===== config.mk =====
export PLATFORM = sky130hd
export DESIGN_NAME = mbrsp_lane
export DESIGN_NICKNAME = d
export VERILOG_FILES = /design/src/hdl/mbrsp_pkg.sv /design/src/hdl/mbrsp_lane.sv
export SDC_FILE = /design/constraint.sdc
export NUM_CORES = 1
export LEC_CHECK = 0
export ABC_AREA = 1
export BUFFER_PORTS_ARGS = -buffer_cell sky130_fd_sc_hd__buf_2
export CORE_UTILIZATION = 24
export CTS_BUF_LIST = sky130_fd_sc_hd__clkbuf_4
export DETAILED_ROUTE_END_ITERATION = 6
export PLACE_DENSITY = 0.45
export SYNTH_ARGS = -nofsm -noshare
export SYNTH_HDL_FRONTEND = slang
export SYNTH_SLANG_ARGS = --single-unit

===== constraint.sdc =====
create_clock -name clk -period 1.8 [get_ports clk]
set_clock_uncertainty 0.05 [all_clocks]
set_input_delay 0.36 -clock clk [delete_from_list [all_inputs] [get_ports clk]]
set_output_delay 0.36 -clock clk [all_outputs]
set_load 0.05 [all_outputs]

===== src/hdl/mbrsp_pkg.sv =====
// Shared types and constants for the rotating bitmap store.
package mbrsp_pkg;

	localparam int LANES = 8;

	localparam logic CMD_WRITE = 1'b0;
	localparam logic CMD_READ  = 1'b1;

	localparam logic [1:0] ST_OK    = 2'd0;
	localparam logic [1:0] ST_RANGE = 2'd1;
	localparam logic [1:0] ST_WIDTH = 2'd2;

	localparam logic [1:0] REG_SRC_WIDTH  = 2'd0;
	localparam logic [1:0] REG_SRC_ROWS   = 2'd1;
	localparam logic [1:0] REG_SHIFT_COLS = 2'd2;
	localparam logic [1:0] REG_PAD_ROWS   = 2'd3;

	localparam logic [6:0] SRC_WIDTH_RST = 7'd8;
	localparam logic [6:0] SRC_ROWS_RST  = 7'd8;

	// per-lane control at the accept edge
	typedef struct packed {
		logic       wr;
		logic       hit;
		logic [2:0] pos;
	} lane_ctl_t;

	// per-lane result after the memory read
	typedef struct packed {
		logic       pix;
		logic [2:0] pos;
	} lane_out_t;

endpackage


===== src/hdl/mbrsp_lane.sv =====
// One lane: stores the source rows whose index mod 8 equals this lane.
module mbrsp_lane #(
	parameter int LDEPTH = 8,
	parameter int AW     = 3,
	parameter int BW     = 3
) (
	input  logic                   clk,
	input  logic                   arst_n,
	input  logic                   acc,
	input  mbrsp_pkg::lane_ctl_t   ctl,
	input  logic [AW-1:0]          waddr,
	input  logic [BW-1:0]          wbyte,
	input  logic [7:0]             wdata,
	input  logic [7:0]             wmask,
	input  logic [AW-1:0]          raddr,
	input  logic [BW+2:0]          rcol,
	output mbrsp_pkg::lane_out_t   lane_o
);
	import mbrsp_pkg::*;

	localparam int EW = (1 << BW) * 8;

	logic [EW-1:0]   mem [LDEPTH];
	logic [LDEPTH-1:0] vld_q;
	logic [EW-1:0]   wfull;
	logic [EW-1:0]   rword_s1;
	logic            rvld_s1;
	logic            hit_s1;
	logic [2:0]      pos_s1;
	logic [BW+2:0]   col_s1;

	// fresh entry: everything else zero
	always_comb begin
		wfull = '0;
		for (int k = 0; k < 8; k++) begin
			wfull[{wbyte, 3'(k)}] = wdata[k] & wmask[k];
		end
	end

	always_ff @(posedge clk) begin
		if (acc && ctl.wr) begin
			if (!vld_q[waddr]) begin
				mem[waddr] <= wfull;
			end else begin
				for (int k = 0; k < 8; k++) begin
					if (wmask[k]) begin
						mem[waddr][{wbyte, 3'(k)}] <= wdata[k];
					end
				end
			end
		end
	end

	always_ff @(posedge clk or negedge arst_n) begin
		if (!arst_n) begin
			vld_q <= '0;
		end else if (acc && ctl.wr) begin
			vld_q[waddr] <= 1'b1;
		end
	end

	always_ff @(posedge clk) begin
		if (acc) begin
			rword_s1 <= mem[raddr];
			rvld_s1  <= vld_q[raddr];
			pos_s1   <= ctl.pos;
			col_s1   <= rcol;
		end
	end

	always_ff @(posedge clk or negedge arst_n) begin
		if (!arst_n) begin
			hit_s1 <= 1'b0;
		end else if (acc) begin
			hit_s1 <= ctl.hit;
		end
	end

	assign lane_o.pix = hit_s1 & rvld_s1 & rword_s1[col_s1];
	assign lane_o.pos = pos_s1;

endmodule


# [Word-level counts from Yosys, hierarchy flattened]
# Memories as Yosys holds them, arrays and structs flattened. A register that Yosys moved wholly into a read port is not among the register bits.
# Index checks and enable logic that the tools add are counted.
[classes] n_addsub=0 mul=0 n_div=0 n_lt_le_gt_ge=20 eq_ne=0 shifts=0 muxes=130 bitwise_logic=76 n_reduce_logical=10
[ops] op="64-bit bitwise mux" n=7
[ops] op="1-bit 2-to-1 mux" n=103
[ops] op="64-bit by 57-bit bitwise AND with 64-bit output" n=1
[ops] op="8-bit 2-to-1 mux" n=8
[ops] op="1-bit bitwise OR" n=64
[ops] op="6-bit by 7-bit < comparator with 1-bit output (second input constant)" n=9
[ops] op="6-bit by 1-bit >= comparator with 1-bit output (second input constant)" n=8
[ops] op="1-bit demux with 3-bit select" n=9
[ops] op="1-bit bitwise AND" n=10
[ops] op="1-bit logical AND" n=10
[ops] op="3-bit by 4-bit < comparator with 1-bit output (second input constant)" n=2
[ops] op="8-bit bitwise OR" n=1
[ops] op="1-bit binary-select mux with 3-bit select" n=2
[ops] op="1-bit binary-select mux with 6-bit select" n=1
[ops] op="3-bit by 1-bit >= comparator with 1-bit output (second input constant)" n=1
[totals] ff_bits=19 latch_bits=0 ram_bits=512 romBits=0 wordCells=242 memories=1
[memory_table] name="mem" depth=8 word_bits=64 read_ports=1 rd_clocked_by_memory_dff=1 wr=1 line_no="mbrsp_lane.sv:23" source="logic [EW-1:0] mem [LDEPTH];"

# [Logic depth before layout (Yosys ltp)]
[depth] depth_word=13 ltp_mapped=11

# [Worst setup path before layout]
# Ideal clock, no wire load.
[synth_path] path_kind="register -> output" from="reg col_s1[0]" to="out lane_o[3] in the netlist's numbering" arrival_time_ns=2.091 t_required_ns=1.390 setup_slack_ns=-0.701 path_stages_with_launch=12 path_cell_list="edfxtp_1 > clkbuf_1 > inv_1 > clkbuf_1 > nand2_1 > nand3_1 > nand3_1 > nand2_1 > nand2_1 > nand3_1 > nand3_1 > a21oi_1"
[synth_lines] element="from (decl)" line_no="mbrsp_lane.sv:30" source="logic [BW+2:0] col_s1;"
[synth_lines] element="from (signal assigned)" line_no="mbrsp_lane.sv:67" source="col_s1 <= rcol;"
[synth_lines] element="to (decl)" line_no="mbrsp_lane.sv:17" source="output mbrsp_pkg::lane_out_t lane_o"

==> metrics.txt <==
status=finished with violations; failing checks=setup timing; top cells by area, synth=edfxtp_1 (66%), nor2_1 (11%), a21oi_1 (5.2%); CP endpoint kind=primary output; fin. max-slew vios=0; Seq/Total Area, Yosys=67.2%; Mapped Area=about 27000 um^2; R2R setup slack=-0.28 ns; CTS max path bufs=3; Hold Path End=mem[2][15]; Vias=about 22000; highest net fanout along the worst path=6; largest net degree at the start of global routing=51; Gate Count Post-Synth=2570; FF+latch count, synth=595; Slew HR=16.5%; Post-synth top cells=nor2_1 (760), edfxtp_1 (586), a21oi_1 (276), o21ai_0 (266); Slew @ Worst Pin=1.25 ns; critical path launch point type=flip-flop; RSZ-0062 raised after global routing=true; Final #Nets=3065; die area=112000 um^2; aggregate global-route resource usage=approximately 17%; gpl congestion=a little under 0.8; DR vias/cell=4.68; initial antenna violation count=5; WHS Path Cells=6; CTS buffer count=172; Syn Area/Cell=10.3 um^2; critical path arrival=2.75 ns; worst r2r src=vld_q[3]; Cell Pwr Density=about 830 nW/um^2; Tmin final=between 3 and 4 ns; share of layout cells above drive strength 1=about 42%; Hold Vio Cnt, Final=0; Crit Path Class=flip-flop to primary output; Area Overhead vs Synth=48.7%; DR WL/cell=20.0 um; most frequent cell after synthesis=nor2_1; Synth Net Count=2609; Initial Util=approximately a quarter; Max-cap violations=0; vias in the first global route=22169; DRC errors left=0; R2R cell count=11; Detailed Route WL=92800 um; clk_lat worst skew=roughly 1 ns; HP Class=input pin to flip-flop; port buffer count=42; fillers=10829; Clock transition at path regs=about 0.06 ns; total power=32.6 mW; r2r endpoint=mem[3][43]; Multi-input gate area=11300 um^2; Yosys top cell area share=between 60% and 70%; Pre-antenna DRT Iters=5; Post-synth EDFFs=586; Starting DRT DRC Count=1364; CTS Sinks=about 600; Setup-failing EPs final=502; post-synthesis async set-or-reset flop share=1.51%; CTS HTree Levels=4; Die W=334 um; fmax=316 MHz; biggest area consumer among synthesized cells=edfxtp_1; peak supply drop=approximately 0.56 mV; Core ar.=109000 um^2; final HPWL from detailed placement=52300 um; chip height=~330 um; Tcrit/Tclk final=176%; std cell rows=121; Worst Path Required=1.39 ns; Worst Slack Setup Final=-1.36 ns; first-pass GRT wire length=approximately 140000 um; Synth Flop Type=edfxtp_1; Leak=around 14 nW; Reg area=17800 um^2; post-route ant nets=0; Root Buffer=clkbuf_4; CTS tree=yes; total congestion overflow=0; warnings from Yosys=0; final hold slack=0.141 ns; hold_sp=wbyte[1]; number of placed I/O pins=43; synth unique cells=23
-- metrics by stage --
step	TNS [ns]	setup slack (ns)	instance area, um^2	util (%)	std cells
finish	-71.19	-1.36	39400	36.1	4630
global route	-114.02	-1.54	39400	36.1	4630
CTS	-90.69	-1.47	37600	34.4	4623
detailed placement	-305.74	-0.641	31000	28.4	4201
global placement	-299.83	-0.595	31000	28.4	4201
floorplan	-0.129	-0.129	26600	-	2570
-- kinds of logic (layout without fill, tap and decap cells) --
group | Yosys count | count (layout) | synth area share, %
AND/OR/NAND/NOR | 1018 | 1018 | 15.1
other | 0 | 3 | 0
multiplexers | 1 | 1 | 0.0425
AO/OA/AOI/OAI | 678 | 678 | 13.5
flip-flops | 595 | 595 | 67.2
buffers and inverters | 278 | 859 | 4.22
-- layout by cell type (no fill, tap or decap), drive strengths merged --
| master | instances |
|---|---|
| nand2 | 152 |
| dlygate4sd3 | 49 |
| edfxtp | 586 |
| nor3 | 10 |
| nand3 | 95 |
| a221oi | 1 |
| o22ai | 67 |
| nand4 | 1 |
| diode | 3 |
| nor2 | 760 |
| o21ai | 266 |
| o21bai | 1 |
| clkbuf | 264 |
| mux2 | 1 |
| inv | 73 |
| clkinv | 35 |
| buf | 433 |
| a21oi | 278 |
| dfrtp | 9 |
| bufinv | 3 |
| clkinvlp | 2 |
| a31oi | 65 |
-- sequential cells by signal, summed over array words and instances, names as in the netlist --
signal	flops
pos_s1	3
vld_q	8
rword_s1	64
hit_s1	1
rvld_s1	1
mem	512
col_s1	6
-- cell type report --
type | instances | area share, %
Clock inverter | 41 | 0.644
Tap cell | 1476 | 4.68
Sequential cell | 595 | 45.2
Inverter | 72 | 1.27
Timing Repair Buffer | 488 | 14.6
Clock buffer | 258 | 4.91
Antenna cell | 3 | 0.0190
Multi-Input combinational cell | 1697 | 28.7
-- routing by layer --
layer	routed length, um	up-vias	part of all wire [%]	track usage [%]
li1	-	10136	-	-
met1	41000	10810	44	21.9
met2	44400	582	48	27.0
met3	5110	158	5.5	3.34
met4	2200	4	2.4	5.79
met5	26	-	0.028	0
-- worst max-delay path by stage --
stage | endpoint | cells after the start | slack (ns) | from
4_1_cts | lane_o[3] | 11 | -1.47 | col_s1[0]
3_5_place_dp | mem[4][63] | 9 | -0.64 | waddr[2]
5_1_grt | lane_o[3] | 11 | -1.54 | col_s1[0]
3_3_place_gp | mem[6][58] | 10 | -0.60 | waddr[0]
6_report | lane_o[3] | 11 | -1.36 | col_s1[0]
2_1_floorplan | lane_o[3] | 11 | -0.13 | col_s1[0]
-- worst max-delay path, stage by stage (launching register included) --
cell and delay [ns]:
edfxtp_1 0.48, clkinv_4 0.15, clkbuf_16 0.16, nand2_1 0.06
nand3_1 0.06, nand3_1 0.09, nand2_2 0.09, nand2_1 0.07
nand3_2 0.07, nand3_2 0.10, a21oi_4 0.24, buf_6 0.20
-- report_power, final --
part           total (mW)  switching (mW)  internal [mW]  leakage (nW)
combinational        4.41            2.69           1.72          6.02
sequential           15.4          0.0763           15.3          6.61
clock                12.9            5.96           6.92          1.31
-- repair_timing --
action                                  4_1_cts  5_1_grt
endpoints found under the hold margin       398        0
hold buffers                                 49        0
setup buffers                                41       20
pin swaps                                   237       96
endpoints found under the setup margin      504      517
gates cloned                                 35        5
gates resized for setup                     695      414
Note: power is estimated with default switching activity, not from simulation.
