`config.mk`:
```
export PLATFORM = sky130hd
export DESIGN_NAME = mbrsp_merge_flat
export DESIGN_NICKNAME = d
export VERILOG_FILES = /design/src/hdl/mbrsp_pkg.sv /design/src/hdl/mbrsp_if.sv /design/src/hdl/mbrsp_merge.sv /design/src/flat_wrapper.sv
export SDC_FILE = /design/constraint.sdc
export NUM_CORES = 1
export LEC_CHECK = 0
export BUFFER_PORTS_ARGS = -buffer_cell sky130_fd_sc_hd__buf_2
export CAP_MARGIN = 25
export CORE_MARGIN = 5
export CORE_UTILIZATION = 47
export DETAILED_ROUTE_END_ITERATION = 10
export PLACE_DENSITY = 0.84
export SYNTH_ARGS = -nofsm -noshare
export SYNTH_HDL_FRONTEND = slang
export SYNTH_SLANG_ARGS = --single-unit
export TNS_END_PERCENT = 5
```
`constraint.sdc`:
```
create_clock -name clk -period 1.97 [get_ports clk]
set_input_delay 0.2955 -clock clk [delete_from_list [all_inputs] [get_ports clk]]
set_output_delay 0.2955 -clock clk [all_outputs]
set_load 0.03 [all_outputs]
```
`src/hdl/mbrsp_pkg.sv`:
```
// Shared types and constants for the rotating bitmap store.
package mbrsp_pkg;

	localparam int LANES = 8;

	localparam logic CMD_WRITE = 1'b0;
	localparam logic CMD_READ  = 1'b1;

	localparam logic [1:0] ST_OK    = 2'd0;
	localparam logic [1:0] ST_RANGE = 2'd1;
	localparam logic [1:0] ST_WIDTH = 2'd2;

	localparam logic [1:0] REG_SRC_WIDTH  = 2'd0;
	localparam logic [1:0] REG_SRC_ROWS   = 2'd1;
	localparam logic [1:0] REG_SHIFT_COLS = 2'd2;
	localparam logic [1:0] REG_PAD_ROWS   = 2'd3;

	localparam logic [6:0] SRC_WIDTH_RST = 7'd8;
	localparam logic [6:0] SRC_ROWS_RST  = 7'd8;

	// per-lane control at the accept edge
	typedef struct packed {
		logic       wr;
		logic       hit;
		logic [2:0] pos;
	} lane_ctl_t;

	// per-lane result after the memory read
	typedef struct packed {
		logic       pix;
		logic [2:0] pos;
	} lane_out_t;

endpackage

```
`src/hdl/mbrsp_if.sv`:
```


interface mbrsp_rsp_if;
	logic       valid;
	logic       ready;
	logic [7:0] data_out;
	logic [1:0] status;

	modport source (output valid, data_out, status, input ready);
	modport sink (input valid, data_out, status, output ready);
endinterface

```
`src/hdl/mbrsp_merge.sv`:
```
// Merge stage: packs lane pixels into the output byte and holds the response word.
module mbrsp_merge (
	input  logic                 clk,
	input  logic                 arst_n,
	input  mbrsp_pkg::lane_out_t lane_o [mbrsp_pkg::LANES],
	input  logic                 valid_s1,
	input  logic [1:0]           status_s1,
	output logic                 advance,
	mbrsp_rsp_if.source          rsp
);
	import mbrsp_pkg::*;

	logic [7:0] byte_d;
	logic [7:0] data_q;
	logic [1:0] status_q;
	logic       valid_q;

	always_comb begin
		byte_d = '0;
		for (int l = 0; l < LANES; l++) begin
			if (lane_o[l].pix) begin
				byte_d[3'd7 - lane_o[l].pos] = 1'b1;
			end
		end
	end

	assign advance = !valid_q || rsp.ready;

	always_ff @(posedge clk) begin
		if (advance && valid_s1) begin
			data_q   <= byte_d;
			status_q <= status_s1;
		end
	end

	always_ff @(posedge clk or negedge arst_n) begin
		if (!arst_n) begin
			valid_q <= 1'b0;
		end else if (advance) begin
			valid_q <= valid_s1;
		end
	end

	assign rsp.valid    = valid_q;
	assign rsp.data_out = data_q;
	assign rsp.status   = status_q;

endmodule

```
`src/flat_wrapper.sv`:
```
// flat-port wrapper written by rule: the top's interface ports become plain ports
module mbrsp_merge_flat import mbrsp_pkg::*;
  (clk, arst_n, lane_o, valid_s1, status_s1, advance, rsp_valid, rsp_data_out, rsp_status, rsp_ready);
  mbrsp_rsp_if rsp_i ();
  input  logic clk;
  input  logic arst_n;
  input  mbrsp_pkg::lane_out_t lane_o[mbrsp_pkg::LANES];
  input  logic valid_s1;
  input  logic [1:0] status_s1;
  output logic advance;
  output wire logic [$bits(rsp_i.valid)-1:0] rsp_valid;
  output wire logic [$bits(rsp_i.data_out)-1:0] rsp_data_out;
  output wire logic [$bits(rsp_i.status)-1:0] rsp_status;
  input wire logic [$bits(rsp_i.ready)-1:0] rsp_ready;
  assign rsp_valid = rsp_i.valid;
  assign rsp_data_out = rsp_i.data_out;
  assign rsp_status = rsp_i.status;
  assign rsp_i.ready = rsp_ready;
  mbrsp_merge u_core (.clk(clk), .arst_n(arst_n), .lane_o(lane_o), .valid_s1(valid_s1), .status_s1(status_s1), .advance(advance), .rsp(rsp_i));
endmodule
```
## Word level (Yosys, flattened, before mapping)

Cells that the tools add are included.

| operators by class | value |
|---|---|
| bitwise logic cells | 7 |
| mux-type cells | 24 |
| reduce and logical (&&, ||, !) cells | 11 |
| add/subtract/negate cells | 8 |
| magnitude comparators | 16 |

Operators with widths:

| operator | count |
|---|---|
| $mux 8 | 8 |
| $or 8x8->8 | 7 |
| $lt 3x4->1 const B | 8 |
| $demux 1 s3 | 8 |
| $ge 3x1->1 const B | 8 |
| $sub 3x3->3 const A | 8 |
| $logic_and 1x1->1 | 9 |
| $mux 1 | 8 |
| $logic_not 1->1 | 1 |
| $logic_or 1x1->1 | 1 |

| word-level totals | value |
|---|---|
| word-level logic and storage cells | 69 |
| input port bits | 38 |
| bits in registers | 11 |

## Longest topological paths before layout

| depth | value |
|---|---|
| depth in word-level cells | 20 |
| gate-level depth with buffers | 4 |
| depth with buffers taken out | 4 |

## Worst setup path before layout

Ideal clock, no wire load.

| timing path | value |
|---|---|
| path type | flip-flop to flip-flop |
| start | register u_core.valid_q, in the netlist u_core.rsp.valid |
| end | register u_core.data_q[0], in the netlist u_core.rsp.data_out[0], enable pin |
| path buffers | 0 |
| slack | 0.449 ns |
| data arrival time | 1.178 ns |
| cell stages (with the launch flop) | 3 |
| period minus slack after synthesis | 1.521 ns |
| data required time | 1.627 ns |
| path through | dfrtp_1 nand2b_1 and2_1 |

| between the ends | value |
|---|---|
| word-level cells in the longest chain between the ends | 3 |

Ends and longest elaborated chain:

| item | RTL line | RTL |
|---|---|---|
| from (decl) | mbrsp_merge.sv:16 | `logic valid_q;` |
| from (signal assigned) | mbrsp_merge.sv:40 | `valid_q <= valid_s1;` |
| $logic_not 1->1 | mbrsp_merge.sv:27 | `assign advance = !valid_q \|\| rsp.ready;` |
| $logic_or 1x1->1 | mbrsp_merge.sv:27 |  |
| net advance | flat_wrapper.sv:10 | `output logic advance;` |
| $logic_and 1x1->1 | mbrsp_merge.sv:30 | `if (advance && valid_s1) begin` |
| to (signal assigned) | mbrsp_merge.sv:31 | `data_q <= byte_d;` |
| to (decl) | mbrsp_merge.sv:14 | `logic [7:0] data_q;` |

The timed path passes the listed nets, and every way through them passes these cells.
A chain may end at the register's enable or synchronous reset.

## Final worst setup path

| timing path | value |
|---|---|
| start | register u_core.valid_q, in the netlist u_core.rsp.valid |
| end | register u_core.status_q[0], in the netlist u_core.rsp.status[0], enable pin |

| between the ends | value |
|---|---|
| word-level cells in the longest chain between the ends | 3 |

Ends and longest elaborated chain:

| item | RTL line | RTL |
|---|---|---|
| $logic_not 1->1 | mbrsp_merge.sv:27 |  |
| $logic_or 1x1->1 | mbrsp_merge.sv:27 |  |
| $logic_and 1x1->1 | mbrsp_merge.sv:30 |  |
| to (signal assigned) | mbrsp_merge.sv:32 | `status_q <= status_s1;` |
| to (decl) | mbrsp_merge.sv:15 | `logic [1:0] status_q;` |

Every way passes these cells.

==> metrics <==
status finished, final reports clean; Final Hold Fails 0; share of cells above drive strength 1 0.340; Max transition margin 0.711; register area around 330 sq um; largest cells by area after synthesis edfxtp_1 33%, nand2b_1 11%, nand2_1 6.1%, o22ai_1 4.8%, nor2b_1 4.1%; Mapped Area 917 sq um; clock sink total 11; Core Area roughly 1900 sq um; cell taking the most area after synthesis edfxtp_1; CP Launch Type flip-flop; area grow syn2layout 34.4%; initial antenna violation count 0; Distinct cells, synth 27; cell-by-cell trace of the critical path nand2b_1 -> and2_1; slack of the worst reg-to-reg path 0.72 ns; first-pass GRT wire length between 4000 and 5000 microns; row count 16; Antenna Cells 0; Tcrit/Tclk final 0.637; Final Slew Violations 0; gr ovfl total 0; IO Pins 50; kind of critical path reg2reg; H-Tree Level Count 1; cells on worst reg2reg path 2; CP Max Fanout 10; Max Cap Viol 0; Slew @ Worst Pin 0.434 ns; PD cells ~530 nW/um^2; RR Endpoint u_core.rsp.status[0]$_DFFE_PP_; die area a little under 3000 sq um; # setup viols final 0; vias per cell between 5 and 6; fmax around 0.8 GHz; top-area cell type share of the netlist area 0.327; TritonCTS Buffers 3; Critical Path Max Stage Delay 0.41 ns; largest net degree at the start of global routing 11; Core Util, Final 0.648; 1st-iter DRT viols 44; GPL Wtd Cong roughly 0.87; Initial Util 0.482; Routed WL between 2000 and 3000 microns; Crit. End Element flip-flop; hold_sp status_s1[0]; reg2reg start u_core.rsp.valid$_DFFE_PN0N_; vias in the first global route between 1000 and 1500; VDD IR max 0.316 mV; root buffer cell clkbuf_4; routed len/inst between 10 and 15 microns; Die Y around 54 microns; RSZ-0062 raised after global routing false; final non-filler cell total about 190; insertion delay to the later sink of the worst-skew pair ~0.26 ns; CTS tree built; Placed Instances roughly 180; slowest library cell on the worst path and2_1; # fillers roughly 170; drt drc 0; clk slew on worst S/H paths about 0.070 ns; antenna viol nets, final 0; syn nets 146; Synth Warn # 0; Post-CTS Resized 0; CTS Hold Bufs 1; Post-CTS Setup Inserts 0; Tot GR Track Use 0.187; Hold/Removal Path Class in2reg; share of the yosys chip area belonging to registers 0.355; hold path endpoint u_core.rsp.status[0]$_DFFE_PP_; input/output buffers 49; multi-input logic area around 580 sq um; via count between 1000 and 1500; Fin Setup TNS 0 ns; worst-case clock skew roughly 0.011 ns; fin crit period between 1 and 1.5 ns; HPWL Detailed ~2300 microns; Synth Register Bits 11; Die W 54.2 microns; gate count after technology mapping roughly 110; syn_area_per_cell 8.49 sq um; clock tree buffer depth 2; crit path DAT between 1 and 1.5 ns; NumNets Final 201; WHS Path Cells 1; worst endpoint required time roughly 1.9 ns; LEAKAGE between 0.5 and 0.6 nW; Pre-antenna DRT Iters 4
[where the power goes]
group / total (mW) / internal (mW) / switching, mW / leakage, nW
registers: 0.283 / 0.279 / 0.00401 / 0.107
clock network: 0.148 / 0.0780 / 0.0699 / 0.0150
logic: 0.226 / 0.0882 / 0.138 / 0.397
[routing by layer]
| metal | vias up | GRT usage | routed length [microns] |
|---|---|---|---|
| met5 | - | 0 | 0 |
| met2 | 61 | 0.329 | 1360 |
| met4 | 0 | 0.0415 | 16 |
| met3 | 2 | 0.0305 | 258 |
| met1 | 501 | 0.237 | 1060 |
| li1 | 540 | - | - |
[through the flow]
| stage | total power, mW | setup WS (ns) | cell area, sq um | hold slack [ns] |
|---|---|---|---|---|
| finish | 0.657 | 0.716 | 1230 | 0.215 |
| floorplan | 0.416 | 0.449 | 917 | -0.0000911 |
| detailed placement | 0.512 | 0.449 | 1200 | 0.0735 |
| global route | 0.693 | 0.653 | 1230 | 0.201 |
| CTS | 0.658 | 0.695 | 1230 | 0.211 |
| global placement | 0.507 | 0.470 | 1200 | 0.0706 |
[cell usage in the layout, fill, tap and decap left out, types with 4 or more instances in the layout]
cell	n
nand2b_1	16
nor2b_1	6
buf_2	49
a31oi_1	4
edfxtp_1	10
nand2_1	15
o22ai_1	7
a32oi_1	4
nor2_1	9
inv_1	4
[synth_stat cells, drive strengths merged]
| cell type | instances |
|---|---|
| a32oi | 4 |
| nand3 | 3 |
| nor3b | 1 |
| dfrtp | 1 |
| a31oi | 4 |
| o221a | 1 |
| nand4 | 1 |
| a311oi | 3 |
| nor3 | 3 |
| o311a | 1 |
| nor2 | 9 |
| nor2b | 6 |
| o221ai | 2 |
| a32o | 1 |
| or2 | 2 |
| inv | 4 |
| nand2b | 16 |
| a211oi | 1 |
| and2 | 2 |
| or3 | 2 |
| o32ai | 2 |
| and2b | 1 |
| o2111ai | 3 |
| o32a | 3 |
| nand2 | 15 |
| edfxtp | 10 |
| o22ai | 7 |
[cell type report]
cell class                      count  share of cell area
Timing Repair Buffer               50               0.207
Sequential cell                    11               0.264
Inverter                            4              0.0122
Tap cell                           27              0.0274
Multi-Input combinational cell     93               0.468
Clock buffer                        4              0.0213
[worst max-delay path by stage]
stage	to	cells after the start	slack (ns)	from
6_report	u_core.rsp.status[0]$_DFFE_PP_	2	0.72	u_core.rsp.valid$_DFFE_PN0N_
5_1_grt	u_core.rsp.status[0]$_DFFE_PP_	2	0.65	u_core.rsp.valid$_DFFE_PN0N_
4_1_cts	u_core.rsp.data_out[0]$_DFFE_PP_	2	0.69	u_core.rsp.valid$_DFFE_PN0N_
3_5_place_dp	u_core.rsp.data_out[3]$_DFFE_PP_	5	0.45	lane_o[11]
3_3_place_gp	u_core.rsp.data_out[3]$_DFFE_PP_	5	0.47	lane_o[11]
2_1_floorplan	u_core.rsp.data_out[0]$_DFFE_PP_	2	0.45	u_core.rsp.valid$_DFFE_PN0N_
[registers in the layout, indices dropped and copies added (netlist names)]
name and count:
u_core.rsp.data_out 8, u_core.rsp.status 2, u_core.rsp.valid 1
[worst max-delay path: cells and delay by family, from the launching register on]
family,cells,cell delay [ns]
flip-flops,1,0.38
AND/OR/NAND/NOR,2,0.52
[cells by family after synthesis]
| family | Yosys count | share of synthesized area |
|---|---|---|
| AOI/OAI and AO/OA | 32 | 0.284 |
| buffers and inverters | 4 | 0.0164 |
| DFF | 11 | 0.355 |
| and+or+nand+nor | 61 | 0.345 |
No activity file was read; power rests on OpenSTA's default activity.
